$ cat config.mk
export PLATFORM = sky130hd
export DESIGN_NAME = rpl_cell
export DESIGN_NICKNAME = d
export VERILOG_FILES = /design/src/hw/rtl/rpl_pkg.sv /design/src/hw/rtl/rpl_cell.sv
export SDC_FILE = /design/constraint.sdc
export NUM_CORES = 1
export LEC_CHECK = 0
export BUFFER_PORTS_ARGS = -buffer_cell sky130_fd_sc_hd__clkbuf_2
export CAP_MARGIN = 30
export CORE_AREA = 2 2 321 323
export DETAILED_ROUTE_END_ITERATION = 16
export DIE_AREA = 0 0 323 325
export GPL_ROUTABILITY_DRIVEN = 0
export PLACE_DENSITY_LB_ADDON = 0.08
export REMOVE_ABC_BUFFERS = 1
export SYNTH_ARGS = -nofsm -noshare
export SYNTH_HDL_FRONTEND = slang
export SYNTH_SLANG_ARGS = --single-unit
$ cat constraint.sdc
create_clock -name clk -period 5.33 [get_ports clk]
set_clock_uncertainty 0.15 [all_clocks]
set_input_delay 0.533 -clock clk [delete_from_list [all_inputs] [get_ports clk]]
set_output_delay 0.533 -clock clk [all_outputs]
set_load 0.02 [all_outputs]
$ cat src/hw/rtl/rpl_pkg.sv
// ============================================================================
// rpl_pkg
// Shared constants and the item type that travels along the position row.
// ============================================================================
package rpl_pkg;

    localparam int POSITIONS  = 1024;               // positions in the store
    localparam int POS_W      = 10;                 // width of a position index
    localparam int CNT_W      = 11;                 // width of position_count
    localparam int COLOR_W    = 32;                 // width of one color
    localparam int CELL_POS   = 32;                 // positions held by one cell
    localparam int CELL_OFF_W = $clog2(CELL_POS);   // index within a cell
    localparam int CELL_COUNT = POSITIONS / CELL_POS;
    localparam int CELL_IDX_W = POS_W - CELL_OFF_W; // index of a cell in the row

    localparam logic [CNT_W-1:0] COUNT_RESET = CNT_W'(POSITIONS);
    localparam logic [CNT_W-1:0] COUNT_MAX   = CNT_W'(POSITIONS);

    // Opcodes carried on the input tuser
    localparam logic OP_PAINT = 1'b0;
    localparam logic OP_READ  = 1'b1;

    // Register index 0 (position_count) sits at byte address 0
    localparam int                 PADDR_W             = 3;
    localparam logic               REG_POSITION_COUNT  = 1'b0; // paddr[2]

    typedef struct packed {
        logic               valid;
        logic               is_read;
        logic               empty;    // paint that changes nothing
        logic               oor;      // read index at or beyond the count
        logic [POS_W-1:0]   lo;
        logic [POS_W-1:0]   hi;       // already clipped to count - 1
        logic [COLOR_W-1:0] color;    // paint color, or gathered read color
    } rpl_item_t;

endpackage

$ cat src/hw/rtl/rpl_cell.sv
// ============================================================================
// rpl_cell
// One cell of the position row: holds a block of colors, paints the part of a
// passing range that falls in its block and serves reads of its positions.
// ============================================================================
module rpl_cell
(
    input  logic                           clk,
    input  logic                           rst_n,
    input  logic                           advance,
    input  logic [rpl_pkg::CELL_IDX_W-1:0] cell_idx,
    input  rpl_pkg::rpl_item_t             item_in,
    output rpl_pkg::rpl_item_t             item_out
);
    import rpl_pkg::*;

    logic [COLOR_W-1:0]  store_reg [CELL_POS];
    logic [CELL_POS-1:0] hit;
    logic [POS_W-1:0]    pos      [CELL_POS];
    logic                owns_read;
    rpl_item_t           item_reg;
    rpl_item_t           item_next;

    always_comb
    begin
        for (int j = 0; j < CELL_POS; j++)
        begin
            pos[j] = {cell_idx, CELL_OFF_W'(j)};
            hit[j] = item_in.valid && !item_in.is_read && !item_in.empty &&
                     (pos[j] >= item_in.lo) && (pos[j] <= item_in.hi);
        end
    end

    always_comb
    begin
        owns_read = item_in.valid && item_in.is_read && !item_in.oor &&
                    (item_in.lo[POS_W-1:CELL_OFF_W] == cell_idx);
        item_next = item_in;
        if (owns_read)
        begin
            item_next.color = store_reg[item_in.lo[CELL_OFF_W-1:0]];
        end
    end

    always_ff @(posedge clk or negedge rst_n)
    begin
        if (!rst_n)
        begin
            for (int j = 0; j < CELL_POS; j++)
            begin
                store_reg[j] <= '0;
            end
            item_reg <= '0;
        end
        else if (advance)
        begin
            for (int j = 0; j < CELL_POS; j++)
            begin
                if (hit[j])
                begin
                    store_reg[j] <= item_in.color;
                end
            end
            item_reg <= item_next;
        end
    end

    assign item_out = item_reg;

endmodule

==> summary.txt, run 1 <==
Yosys
  – Avg Cell Area, Syn: 15.1 µm²
  – Largest cells by area after synthesis: dfrtp_1 54%, mux2_2 14%, mux2_1 8.1%
  – Mapped Area: 50500 µm²
  – Count leader, synth: dfrtp_1
  – Synth top area share: 53.5%
  – Post-synth ARST share: 100%
  – Number of synthesized flops with an enable pin: 0
  – Register bit total from synthesis: 1080
  – Most frequent cells after synthesis: 1080 x dfrtp_1, 614 x mux2_2, 365 x mux2_1, 177 x mux4_2, 158 x clkbuf_1
  – Top FF cell, synth: dfrtp_1
  – Synth area leader: dfrtp_1
  – Unique masters post-synth: 74
  – Mapped Cells: 3347
  – Register area share after synthesis: 53.5%
  – Warnings, synthesis: 0

Placement
  – Cell Area, Placed: 52400 µm²
  – Detailed Place HPWL: 81.7 mm
  – Port Buffer Count: 119
  – Dpl ws: 0.987 ns

GRT
  – Vias in the first global route: 32599
  – Grt ovf: 0
  – Pin count of the biggest net entering global routing: 144
  – Number of antenna violations at the first check in global routing: 1
  – Overall routing resource usage: 27.9%
  – First-pass GRT wire length: 218 mm

Routing
  – DR DRC count: 0
  – Drt pass-1 iters: 6
  – Vias per cell: 6.28
  – Vias: 30330
  – Drt initial violations: 2302
  – Post-DRT Antenna Nets: 0
  – DR WL/cell: 30.0 µm
  – Routed WL: 145 mm

Worst setup path
  – Startpoint Class: input port
  – CP Class: in -> reg
  – Worst path required time: 5.75 ns
  – Worst setup EP type: register
  – Critical Path Start: item_in[51]
  – Crit-path max FO: 13
  – CP Capture Point: store_reg[962]
  – FF-to-FF path depth: 5
  – Worst flop-to-flop path endpoint: item_out[29]
  – R2R setup slack: 2.97 ns
  – WP data arrival: 4.85 ns
  – Worst r2r src: store_reg[157]

Power
  – Cell Int Power: 17.7 mW
  – Sequential share of power: 48.1%
  – NetSw: 6.14 mW
  – P per Cell Area: 422 nW/µm²
  – Lkg Pwr: 25.6 nW
  – Peak VDD IR: 0.000298 V
  – Power share of the combinational group: 18.1%
  – Clock power share: 33.7%
  – Sw Share: 25.8%

STA
  – Fin. Hold Viols: 0
  – Max transition margin: 31.3%
  – Total negative slack: 0 ns
  – Fin crit share: 83.0%
  – Min cycle time layout: 4.42 ns
  – Unrepaired setup endpoints after global routing: false
  – Setup violators final: 0
  – Slew Viols, Final: 0
  – Final Worst Setup Slack: 0.905 ns
  – Worst Tran Pin Value: 1.03 ns
  – F_max: 226 MHz

Clocking
  – Root Driver: clkbuf_16
  – Number of buffers created by CTS: 115
  – Clk_lat worst skew: 0.69 ns
  – CTS Buffer Depth: 3
  – Sinks on Clock Net: 1080
  – Reg clk slew, reported paths: 0.06 ns
  – CTS H-tree lvls: 3
  – Post-CTS Resized: 0
  – CTS tree: built

Die
  – Die width: 323 µm
  – Initial core utilization: 49.8%
  – Io pins: 120
  – Core Area: 101000 µm²
  – Chip Height: 325 µm
  – Die ar.: 105000 µm²
  – Row count: 117

Layout
  – Area growth syn-to-layout: 11.7%
  – Fin util: 55.7%
  – Max FFs per register: 1024
  – Fraction of layout cells with a size suffix above 1: 38.7%
  – Fill count: 8036
  – # nets final: 3440
  – Post-route cell area: 56400 µm²

Job
  – Max-Cap Viols: 0

Outcome
  – Outcome: finished clean

Worst hold path
  – Hold Path Class: in -> reg
[repair_timing]
item | in CTS | in global routing
buffers inserted | 0 | 0
hold buffers | 15 | 0
hold endpoints to repair | 96 | 0
[worst min-delay path by stage]
stage / from / to / depth (start not counted)
finish: item_in[34] / item_out[34] / 2
floorplan: rst_n / item_out[0] / 0
global placement: store_reg[461] / store_reg[461] / 1
CTS: item_in[34] / item_out[34] / 2
detailed placement: store_reg[62] / store_reg[62] / 1
global route: item_in[34] / item_out[34] / 2
[layer usage]
layer | GRT usage [%] | wire, µm
met1 | 40.5 | 65900
met4 | 7.61 | 4080
met3 | 3.51 | 6360
met5 | 0 | 0
met2 | 44.5 | 68500
[per-stage QoR]
stage          total power [mW]  hold WS (ns)  instances
6_report                   23.8         0.213       4826
5_1_grt                    24.9         0.189       4825
4_1_cts                    24.0         0.150       4824
3_5_place_dp               15.9         0.319       4600
3_3_place_gp               15.5         0.311       4597
2_1_floorplan              14.3        0.0874       3019
[power groups by stage]
stage               clock network, mW  registers, mW  logic (mW)
finish                           8.03           11.5        4.32
global route                     8.54           11.7        4.68
CTS                              8.19           11.4        4.36
detailed placement                  0           11.6        4.33
global placement                    0           11.4        4.15
floorplan                           0           11.2        3.13
[cells in the final DEF, fill, tap and decap left out, types with 8 or more instances in the layout]
master	netlist	layout
a2111oi_0	12	12
a211oi_1	59	59
a21oi_1	31	28
a221o_1	24	21
a221oi_1	10	10
a221oi_4	2	8
a22o_1	16	16
a22oi_1	27	27
buf_12	0	19
buf_4	38	76
clkbuf_1	158	37
clkbuf_16	0	117
clkbuf_2	0	114
clkbuf_8	0	29
clkinv_2	0	16
dfrtp_1	1080	1080
dlygate4sd3_1	0	15
ha_1	12	12
inv_1	26	26
mux2_1	365	365
mux2_2	614	614
mux2_4	108	108
mux2i_1	136	136
mux4_2	177	177
nand2_1	38	37
nand3_1	12	12
nand4_1	12	12
nor2_1	27	25
nor3_1	8	8
o21ai_0	18	18
o221ai_1	45	44
o22ai_1	35	35
o31ai_1	14	14
or3_1	10	10
[cell families after synthesis]
kind of cell    count (synthesis)  synth area share (%)
flops                        1080                  53.5
compound gates                337                  5.29
simple gates                  163                  1.81
fa+ha+maj                      12                 0.297
buf+inv                       355                  3.40
mux                          1400                  35.7
[worst max-delay path: stages]
cell,delay [ns]
dlygate4sd3_1,0.53
clkbuf_2,0.12
inv_1,0.05
ha_1,0.33
nand4_1,0.45
o221ai_1,0.94
o21ai_1,0.35
a21oi_4,0.66
buf_4,0.47
mux2_2,0.38
[area by class of cell]
class	count	area [µm²]	area share, %
Sequential cell	1080	27000	47.9
Multi-Input combinational cell	1912	22000	39.1
Clock buffer	183	3470	6.15
Timing Repair Buffer	228	1730	3.07
Tap cell	1368	1710	3.04
Clock inverter	26	324	0.575
Inverter	27	101	0.180
Antenna cell	2	5.00	0.00888
No activity file was read; power rests on OpenSTA's default activity.
==> inputs of run 2 (changes only) <==
- clock period: 5.33 -> 4.6 ns (I/O delays scaled with it)
==> summary.txt, run 2 (synthesis gave the netlist of run 1 again) <==
Outcome
  – Outcome: finished clean

Worst setup path
  – Crit-path max FO: 16
  – Critical Path Start: item_in[41]
  – Worst setup EP type: register
  – Worst path required time: 5.01 ns
  – R2R setup slack: 2.28 ns
  – Startpoint Class: input port
  – Worst r2r src: store_reg[157]
  – WP data arrival: 4.21 ns
  – FF-to-FF path depth: 5
  – CP Class: in -> reg
  – Worst flop-to-flop path endpoint: item_out[29]

Clocking
  – Number of buffers created by CTS: 117
  – CTS tree: built
  – Root Driver: clkbuf_16
  – Clk_lat worst skew: 0.71 ns
  – CTS Buffer Depth: 3
  – Buffer count from post-CTS setup fixing: 0
  – Post-CTS Resized: 0
  – Sinks on Clock Net: 1080
  – CTS H-tree lvls: 3
  – Reg clk slew, reported paths: 0.06 ns

Worst hold path
  – Number of cells on the worst hold path: 2
  – Hold EP: item_out[34]
  – Hold Path Class: in -> reg
  – Hold path start: item_in[34]

Routing
  – Routed WL: 143 mm
  – DR DRC count: 0
  – Post-Route M1 WL: 63.3 mm
  – Drt initial violations: 2290
  – Max Used Layer: met4
  – Post-DRT Antenna Nets: 0
  – WL met2: 67.2 mm
  – DR WL/cell: 29.5 µm
  – Vias: 30423
  – Vias per cell: 6.28
  – Met3 wire len: 7.94 mm
  – Drt pass-1 iters: 8

STA
  – Fin. Hold Viols: 0
  – Min cycle time layout: 3.79 ns
  – Max transition margin: 30.2%
  – Fin crit share: 82.5%
  – Total negative slack: 0 ns
  – F_max: 264 MHz
  – Unrepaired setup endpoints after global routing: false
  – Setup violators final: 0
  – Slew Viols, Final: 0
  – Worst Tran Pin Value: 1.05 ns

Placement
  – Detailed Place HPWL: 83.6 mm
  – Port Buffer Count: 119
  – Placed Instances: 4620
  – Cell Area, Placed: 52700 µm²

Power
  – NetSw: 7.13 mW
  – Cell Int Power: 20.8 mW
  – Lkg Pwr: 25.9 nW
  – Sw Share: 25.5%
  – Pwr Total: 28.0 mW
  – Peak VDD IR: 0.000320 V
  – Sequential share of power: 47.5%
  – P per Cell Area: 492 nW/µm²
  – Power share of the combinational group: 17.9%
  – Clock power share: 34.6%

Die
  – Io pins: 120
  – Core Area: 101000 µm²
  – Chip Height: 325 µm
  – Row count: 117
  – Initial core utilization: 49.8%
  – Die ar.: 105000 µm²
  – Die width: 323 µm

GRT
  – Overall routing resource usage: 27.5%
  – Vias in the first global route: 32424
  – First-pass GRT wire length: 216 mm
  – Grt ovf: 0
  – Pin count of the biggest net entering global routing: 175
  – Number of antenna violations at the first check in global routing: 2

Layout
  – Area growth syn-to-layout: 12.7%
  – # nets final: 3462
  – Post-route cell area: 56900 µm²
  – Fraction of layout cells with a size suffix above 1: 39.4%
  – Layout Cells excl Fill: 4844
  – Diodes inserted: 0
  – Most common cell after layout, fill and taps aside: dfrtp_1
  – Max FFs per register: 1024
  – Commonest cells after routing, fill and taps aside: 1080 x dfrtp_1, 614 x mux2_2, 365 x mux2_1

Job
  – Max-Cap Viols: 0
[run 2: cell types whose count changed in the layout (fill, tap and decap cells not counted), moves of 2 or more]
cell	change
buf_12	+10
buf_4	+8
bufinv_16	+4
diode_2	-2
clkinvlp_4	+4
clkbuf_16	+4
clkbuf_1	-14
[run 2: timing repair]
item                                    CTS  global route
endpoints found under the hold margin    81             0
hold buffers                             15             0
endpoints found under the setup margin    0             0
[run 2: area by class of cell]
| class | count | area (µm²) |
|---|---|---|
| Multi-Input combinational cell | 1912 | 22000 |
| Inverter | 27 | 101 |
| Clock buffer | 174 | 3530 |
| Clock inverter | 35 | 465 |
| Timing Repair Buffer | 248 | 2030 |
| Sequential cell | 1080 | 27000 |
| Tap cell | 1368 | 1710 |
| Fill cell | 8017 | 44400 |
[run 2: worst max-delay path: stages]
cell and delay (ns):
dlygate4sd3_1 0.53, clkbuf_2 0.11, inv_1 0.04, ha_1 0.36
and4_1 0.56, nand3_1 0.41, o22ai_1 0.34, o2111ai_4 0.58
buf_12 0.42, mux2_1 0.34
[run 2: worst max path at each step]
stage                           endpoint  cells past startpoint
after detailed placement  store_reg[945]                      9
final                     store_reg[939]                     10
after global routing      store_reg[931]                     10
after CTS                 store_reg[939]                     10
after floorplan           store_reg[352]                      7
after global placement      item_out[21]                      7
[run 2: per-layer routing]
layer / vias up / global-route usage (%)
li1: 12659 / -
met1: 16549 / 38.9
met2: 944 / 43.4
met3: 271 / 4.84
met4: 0 / 8.88
met5: - / 0
[run 2: power by group through the flow]
stage	sequential (mW)	clock, mW	combinational [mW]
final	13.3	9.68	5.00
after detailed placement	13.4	0	5.03
after global routing	13.6	10.3	5.43
after floorplan	13.0	0	3.63
after global placement	13.2	0	4.81
after CTS	13.3	9.87	5.06
[run 2: metrics by stage]
stage          util (%)  hold slack (ns)  setup WS, ns
6_report           56.2            0.130         0.807
3_5_place_dp       52.1            0.319         0.741
4_1_cts            56.2           0.0707         0.925
3_3_place_gp       52.0            0.311         0.838
5_1_grt            56.2            0.115         0.728
2_1_floorplan         -           0.0144         0.394
