$ cat src/hw/rtl/rpl_pkg.sv
// ============================================================================
// rpl_pkg
// Shared constants and the item type that travels along the position row.
// ============================================================================
package rpl_pkg;

    localparam int POSITIONS  = 1024;               // positions in the store
    localparam int POS_W      = 10;                 // width of a position index
    localparam int CNT_W      = 11;                 // width of position_count
    localparam int COLOR_W    = 32;                 // width of one color
    localparam int CELL_POS   = 32;                 // positions held by one cell
    localparam int CELL_OFF_W = $clog2(CELL_POS);   // index within a cell
    localparam int CELL_COUNT = POSITIONS / CELL_POS;
    localparam int CELL_IDX_W = POS_W - CELL_OFF_W; // index of a cell in the row

    localparam logic [CNT_W-1:0] COUNT_RESET = CNT_W'(POSITIONS);
    localparam logic [CNT_W-1:0] COUNT_MAX   = CNT_W'(POSITIONS);

    // Opcodes carried on the input tuser
    localparam logic OP_PAINT = 1'b0;
    localparam logic OP_READ  = 1'b1;

    // Register index 0 (position_count) sits at byte address 0
    localparam int                 PADDR_W             = 3;
    localparam logic               REG_POSITION_COUNT  = 1'b0; // paddr[2]

    typedef struct packed {
        logic               valid;
        logic               is_read;
        logic               empty;    // paint that changes nothing
        logic               oor;      // read index at or beyond the count
        logic [POS_W-1:0]   lo;
        logic [POS_W-1:0]   hi;       // already clipped to count - 1
        logic [COLOR_W-1:0] color;    // paint color, or gathered read color
    } rpl_item_t;

endpackage

$ cat src/hw/rtl/rpl_intake.sv
// ============================================================================
// rpl_intake
// Decodes an accepted transaction against the position count and registers it.
// ============================================================================
module rpl_intake
(
    input  logic                      clk,
    input  logic                      rst_n,
    input  logic                      advance,
    input  logic                      in_valid,
    input  logic                      opcode,
    input  logic [rpl_pkg::POS_W-1:0] first,
    input  logic [rpl_pkg::POS_W-1:0] last_pos,
    input  logic [rpl_pkg::COLOR_W-1:0] color,
    input  logic [rpl_pkg::CNT_W-1:0] position_count,
    output rpl_pkg::rpl_item_t        item
);
    import rpl_pkg::*;

    logic [CNT_W-1:0] cnt_eff;
    logic [CNT_W-1:0] cnt_m1;
    logic [CNT_W-1:0] lo_ext;
    logic [CNT_W-1:0] hi_ext;
    rpl_item_t        item_reg;
    rpl_item_t        item_next;

    always_comb
    begin
        cnt_eff = (position_count > COUNT_MAX) ? COUNT_MAX : position_count;
        cnt_m1  = cnt_eff - CNT_W'(1);
        lo_ext  = {1'b0, first};
        hi_ext  = {1'b0, last_pos};

        item_next.valid   = in_valid;
        item_next.is_read = (opcode == OP_READ);
        item_next.oor     = (lo_ext >= cnt_eff);
        // drop a paint over an empty or fully clipped range
        item_next.empty   = (cnt_eff == '0) || (first > last_pos) || (lo_ext >= cnt_eff);
        item_next.lo      = first;
        item_next.hi      = (hi_ext > cnt_m1) ? cnt_m1[POS_W-1:0] : last_pos;
        // a read starts with color 0 and gathers its color in the owning cell
        item_next.color   = (opcode == OP_READ) ? '0 : color;
    end

    always_ff @(posedge clk or negedge rst_n)
    begin
        if (!rst_n)
        begin
            item_reg <= '0;
        end
        else if (advance)
        begin
            item_reg <= item_next;
        end
    end

    assign item = item_reg;

endmodule

$ cat config.mk
export PLATFORM = sky130hd
export DESIGN_NAME = rpl_intake
export DESIGN_NICKNAME = d
export VERILOG_FILES = /design/src/hw/rtl/rpl_pkg.sv /design/src/hw/rtl/rpl_intake.sv
export SDC_FILE = /design/constraint.sdc
export NUM_CORES = 1
export LEC_CHECK = 0
export BUFFER_PORTS_ARGS = -buffer_cell sky130_fd_sc_hd__buf_2
export CAP_MARGIN = 10
export CORE_ASPECT_RATIO = 1.5
export CORE_UTILIZATION = 54
export DETAILED_ROUTE_END_ITERATION = 12
export GPL_TIMING_DRIVEN = 0
export PLACE_DENSITY = 0.95
export SLEW_MARGIN = 15
export SYNTH_ARGS = -nofsm -noshare
export SYNTH_HDL_FRONTEND = slang
export SYNTH_SLANG_ARGS = --single-unit
$ cat constraint.sdc
create_clock -name clk -period 2.7 [get_ports clk]
set_clock_uncertainty 0.2 [all_clocks]
set_input_delay 0.27 -clock clk [delete_from_list [all_inputs] [get_ports clk]]
set_output_delay 0.27 -clock clk [all_outputs]
set_load 0.05 [all_outputs]
==> results of run 1 <==
layout make-up:
type | count | area share, %
Buffer | 21 | 2.34
Clock buffer | 5 | 1.45
Clock inverter | 3 | 0.579
Inverter | 70 | 5.63
Multi-Input combinational cell | 229 | 40.0
Sequential cell | 56 | 29.5
Tap cell | 74 | 1.95
Timing Repair Buffer | 149 | 18.6
metrics by stage:
| step | setup TNS [ns] | total power [mW] |
|---|---|---|
| 2_1_floorplan | -1.61 | 1.58 |
| 3_3_place_gp | -5.13 | 1.81 |
| 3_5_place_dp | -5.82 | 1.84 |
| 4_1_cts | -1.12 | 2.38 |
| 5_1_grt | -2.62 | 2.52 |
| 6_report | -1.29 | 2.40 |
Yosys cell counts, drive strengths merged (5+ instances only):
master    n  area share [%]
a21o      6             1.3
a21oi     7            0.99
clkbuf   17             1.8
dfrtp    56              40
ha       31              11
inv      69             7.3
mux2     12             3.8
nand2    19             2.0
nand3     7            0.99
nand3b   32             6.8
nor2      7            0.74
nor2b     7             1.2
nor4      5             1.5
o2111ai   7             1.7
o21ai    40             5.7
o221ai   10             4.2
path summary, 6_finish.rpt:
check / slack (ns) / cells past startpoint / start / endpoint
max in group asynchronous: 1.52 / 2 / rst_n / item[33]$_DFFE_PN0P_
worst min register to register: 0.31 / 1 / item[54]$_DFFE_PN0P_ / item[54]$_DFFE_PN0P_
worst max register to register: 1.71 / 1 / item[55]$_DFFE_PN0P_ / item[55]$_DFFE_PN0P_
worst max-delay path: -0.15 / 12 / position_count[4] / item[37]$_DFFE_PN0P_
worst min-delay path: 0.003 / 3 / color[6] / item[6]$_DFFE_PN0P_
min in group asynchronous: 0.32 / 2 / rst_n / item[28]$_DFFE_PN0P_
power by group:
part / internal [mW] / switching, mW / total (mW)
Clock: 0.191 / 0.298 / 0.489
Sequential: 0.923 / 0.0417 / 0.964
Combinational: 0.309 / 0.642 / 0.951
Total: 1.42 / 0.981 / 2.40
metal layers:
| metal | up-vias | share of wire (%) | GRT usage, % |
|---|---|---|---|
| li1 | 1627 | - | - |
| met1 | 1619 | 36 | 32.4 |
| met2 | 193 | 52 | 54.3 |
| met3 | 52 | 6.5 | 3.85 |
| met4 | 0 | 6.1 | 20.5 |
| met5 | - | 0 | 0 |
kinds of logic after synthesis:
family,Yosys count,share of synthesized area [%]
AND/OR/NAND/NOR,91,15.9
XOR/XNOR,1,0.248
adder cells (fa/ha/maj),31,11.0
multiplexers,15,4.67
buffers and inverters,91,9.91
AO/OA/AOI/OAI,91,18.7
flip-flops,56,39.7
tightest hold or removal path, cell delays in order:
cell and delay [ns]:
buf_2 0.08, nand3b_1 0.06, o21ai_0 0.07
repair_timing:
action,in CTS,in global routing
endpoints found under the hold margin,19,56
hold buffers,19,1
cloned,1,0
gates resized for setup,22,6
endpoints found under the setup margin,10,10
pin swaps,5,3
setup buffers,5,1
==> summary.md, run 1 <==
| Metric | Value |
|---|---|
| Cell family with most CP delay | `simple AND/OR/NAND/NOR gates` |
| Overall Global Routing Usage | `30.7%` |
| Worst-skew pair later-pin latency | `0.31 ns` |
| Wire length per cell | `16.9 um` |
| Fin worst setup slack | `-0.147 ns` |
| IO Port Bufs | `122` |
| Failing checks | `setup timing` |
| Instance area after placement | `4280 sq um` |
| HP Class | `input port to register` |
| Max H-tree Level | `2` |
| DRT Wirelength | `10.2 mm` |
| Most frequent cells in the layout | `buf_2, inv_1, dfrtp_1` |
| FF+latch count, synth | `56` |
| First-pass GRT wire length | `15.8 mm` |
| Hold slack | `0.00322 ns` |
| Largest net degree at the start of global routing | `57` |
| DP Cell Count | `572` |
| RSZ-0062 raised after global routing | `true` |
| Leakage | `2.36 nW` |
| Gr ovfl total | `0` |
| Critical path class | `input port to register` |
| Final Cell Area | `4750 sq um` |
| Final-report setup violation count | `10` |
| EDFF count, synth | `0` |
| Vias | `3491` |
| Slew Limit Fails | `0` |
| Netlist cell types | `45` |
| Seq/Total Area, Yosys | `39.7%` |
| Initial Util | `56.8%` |
| Diodes inserted | `0` |
| Num CTS Buffers | `5` |
| FILL cells | `416` |
| CTS tree | `built` |
| Clock-pin transition on the worst setup and hold timing paths | `0.10 ns` |
| Clock sink total | `56` |
| Die Ht | `101 um` |
| Mapped Nets | `475` |
| Max VDD drop | `0.000323 V` |
| Core Region | `6220 sq um` |
| Synth warnings | `0` |
| Initial DRC count | `214` |
| Slew HR | `54.5%` |
| Post-DRT Antenna Nets | `0` |
| Max-Cap Viols | `0` |
| Gate Count Post-Synth | `376` |
| Reg area | `1400 sq um` |
| HPWL Detailed | `7.37 mm` |
| Fin nets | `631` |
| Die area | `6880 sq um` |
| Core Util, Final | `76.5%` |
| Initial antenna violation count | `0` |
| Max incr delay on CP | `0.51 ns` |
| Layout Cells excl Fill | `607` |
| Avg Cell Area, Syn | `9.40 sq um` |
| CP max stage cell | `or4_4` |
| Vias in the first global route | `3487` |
| Startpoint types | `input port` |
| Multi-input gate area | `1900 sq um` |
| Count of buffer and inverter cells on the critical path | `3` |
| CP required | `2.69 ns` |
| Fin. Hold Viols | `0` |
| Ys flop type | `dfrtp_1` |
| Crit-path cells | `buf_2 -> or4_4 -> nor4_4 -> mux2i_2 -> inv_1 -> ha_4 -> nand3_4 -> o22ai_2 -> or4_4 -> clkbuf_4 -> o211ai_1 -> o221ai_2` |
| Most frequent CP cell | `or4_4` |
| Crit end category | `register` |
| Die Width | `68.0 um` |
| DR vias/cell | `5.75` |
| Post-Syn Area | `3530 sq um` |
| Fmax achieved | `351 MHz` |
| Row Count | `35` |
| Ys async rst share | `100%` |
| Max FFs per register | `56` |
| Share of cells above drive strength 1 | `34.9%` |
| Final min period | `2.85 ns` |
| Max Buffers Root-to-Sink | `2` |
| Ports | `124` |
| Dpl ws | `-0.634 ns` |
| Final Cycle Share | `105%` |
| Drt pass-1 iters | `6` |
| Crit path DAT | `2.84 ns` |
| Clk root buf | `clkbuf_8` |
| Largest fanout on the critical path | `5` |
| Routability congestion estimate | `0.953` |
| P per Cell Area | `506 nW/um^2` |
| Drt drc | `0` |
| Slew @ Worst Pin | `0.683 ns` |
| Run status | `complete, but fails checks` |
| Commonest non-fill, non-tap cell in the layout | `buf_2` |
| Area grow syn2layout | `34.6%` |
Note: power is estimated with default switching activity, not from simulation.
==> run 2: changes to the inputs <==
Settings changed: BUFFER_PORTS_ARGS -buffer_cell sky130_fd_sc_hd__buf_2 to -buffer_cell sky130_fd_sc_hd__buf_4, CORE_UTILIZATION 54 to 51, PLACE_DENSITY 0.95 to 0.93.
Clock period 2.7 ns to 2.9 ns, I/O delays scaled along.
==> run 2 against run 1 <==
Compared with the run above:
- the flow still finishes with violations (setup timing)
- non-clock buffer count decreased by 23
- wire length decreased by 2.2%
- critical path depth unchanged
- die area is 5.7% higher
- critical endpoint unchanged
- combinational power shrank 1%
- sequential power fell by 6.4%
- largest cell class unchanged
- design area up 2.4%
==> summary.md, run 2 (synthesized netlist as in run 1, its figures left out) <==
| Metric | Value |
|---|---|
| Commonest non-fill, non-tap cell in the layout | `buf_4` |
| Clock sink total | `56` |
| Crit-path cells | `buf_8 -> or4_4 -> nor4_4 -> mux2i_1 -> inv_1 -> ha_4 -> nand3_4 -> o22ai_2 -> or4_4 -> clkbuf_16 -> o211ai_1 -> o221ai_2` |
| Fin. Hold Viols | `0` |
| Share of cells above drive strength 1 | `35.3%` |
| Vias in the first global route | `3420` |
| CP required | `2.88 ns` |
| CP max stage cell | `or4_4` |
| Clock share of power | `21.5%` |
| Vias | `3471` |
| Most frequent cells in the layout | `buf_4, inv_1, dfrtp_1` |
| Max-Cap Viols | `0` |
| Run status | `complete, but fails checks` |
| Die Width | `70.0 um` |
| Initial DRC count | `171` |
| DRT Wirelength | `10.0 mm` |
| Routability congestion estimate | `0.949` |
| Max FFs per register | `56` |
| Crit path DAT | `2.90 ns` |
| Largest fanout on the critical path | `7` |
| Max Buffers Root-to-Sink | `2` |
| R2R Setup Slk | `1.92 ns` |
| Initial Util | `53.7%` |
| Startpoint types | `input port` |
| RSZ-0062 raised after global routing | `true` |
| Final Cycle Share | `101%` |
| Slew HR | `49.9%` |
| Post-DRT Antenna Nets | `0` |
| Clock-pin transition on the worst setup and hold timing paths | `0.09 ns` |
| Final-report setup violation count | `1` |
| P per Cell Area | `482 nW/um^2` |
| DR vias/cell | `5.92` |
| Area grow syn2layout | `37.8%` |
| HPWL Detailed | `7.71 mm` |
| Final min period | `2.92 ns` |
| Slew Limit Fails | `0` |
| Most frequent CP cell | `or4_4` |
| Fmax achieved | `343 MHz` |
| Count of buffer and inverter cells on the critical path | `3` |
| Max incr delay on CP | `0.56 ns` |
| Internal | `1.46 mW` |
| HP Class | `input port to register` |
| Worst-skew pair later-pin latency | `0.31 ns` |
| Overall Global Routing Usage | `26.9%` |
| Hold slack | `0.00951 ns` |
| Multi-input gate area | `1920 sq um` |
| Die area | `7270 sq um` |
| Row Count | `36` |
| Num CTS Buffers | `5` |
| Sw Ratio | `37.8%` |
| Wire length per cell | `17.1 um` |
| Leakage | `2.36 nW` |
| Part of the power in registers | `38.4%` |
| Die Ht | `104 um` |
| Crit end category | `register` |
| Fin worst setup slack | `-0.0170 ns` |
| Gr ovfl total | `0` |
| Drt pass-1 iters | `5` |
| Diodes inserted | `0` |
| IO Port Bufs | `122` |
| Core Region | `6580 sq um` |
| Reg area | `1400 sq um` |
| Max VDD drop | `0.000224 V` |
| Sw power | `0.887 mW` |
| Max H-tree Level | `2` |
| Tot Pwr | `2.35 mW` |
| Clk root buf | `clkbuf_8` |
| Initial antenna violation count | `0` |
| Cell family with most CP delay | `simple AND/OR/NAND/NOR gates` |
| Drt drc | `0` |
| FILL cells | `451` |
| Slew @ Worst Pin | `0.751 ns` |
| First-pass GRT wire length | `15.9 mm` |
| Failing checks | `setup timing` |
| Ports | `124` |
| CTS tree | `built` |
| Combinational Power Share | `40.1%` |
| Fin nets | `608` |
| Critical path class | `input port to register` |
| Largest net degree at the start of global routing | `57` |
[run 2: layer usage]
layer	track usage (%)	routed length [um]
met2	47.5	5270
met5	0	0
met1	31.1	3630
met4	12.9	398
met3	4.55	729
[run 2: repair_timing]
item / 4_1_cts / 5_1_grt
setup endpoints to repair: 10 / 10
endpoints found under the hold margin: 56 / 0
buffers inserted: 2 / 1
gates cloned: 0 / 1
pin swaps: 1 / 2
hold buffers: 1 / 0
resized for setup: 2 / 23
[run 2: power by group through the flow]
stage          Combinational, mW  Clock [mW]  Sequential (mW)
6_report                   0.940       0.504            0.902
5_1_grt                    0.996       0.536            0.913
4_1_cts                    0.885       0.508            0.902
3_5_place_dp               0.877           0            0.917
3_3_place_gp               0.851           0            0.912
2_1_floorplan              0.275           0             1.20
[run 2: worst paths after layout]
check	startpoint	depth (start not counted)	end
setup / recovery	position_count[2]	12	item[37]$_DFFE_PN0P_
hold / removal	color[23]	3	item[23]$_DFFE_PN0P_
setup reg to reg	item[55]$_DFFE_PN0P_	1	item[55]$_DFFE_PN0P_
hold reg to reg	item[44]$_DFFE_PN0P_	1	item[44]$_DFFE_PN0P_
max in group asynchronous	rst_n	2	item[4]$_DFFE_PN0P_
min in group asynchronous	rst_n	2	item[11]$_DFFE_PN0P_
[run 2: cell type report]
class / count / share of cell area (%)
Buffer: 20 / 2.03
Clock buffer: 6 / 1.49
Clock inverter: 2 / 0.720
Inverter: 70 / 5.45
Multi-Input combinational cell: 229 / 39.3
Sequential cell: 56 / 28.8
Tap cell: 76 / 1.95
Timing Repair Buffer: 127 / 20.2
[run 2: per-stage QoR]
stage / worst slack (ns) / area (sq um) / util [%] / setup TNS [ns] / std cells
6_report: -0.0170 / 4870 / 74.0 / -0.0170 / 586
4_1_cts: 0.00826 / 4720 / 71.8 / 0 / 584
3_3_place_gp: -0.380 / 4580 / 69.7 / -3.55 / 574
3_5_place_dp: -0.439 / 4580 / 69.7 / -3.95 / 574
5_1_grt: -0.102 / 4870 / 74.0 / -0.872 / 586
2_1_floorplan: 0.00865 / 3570 / - / 0 / 376
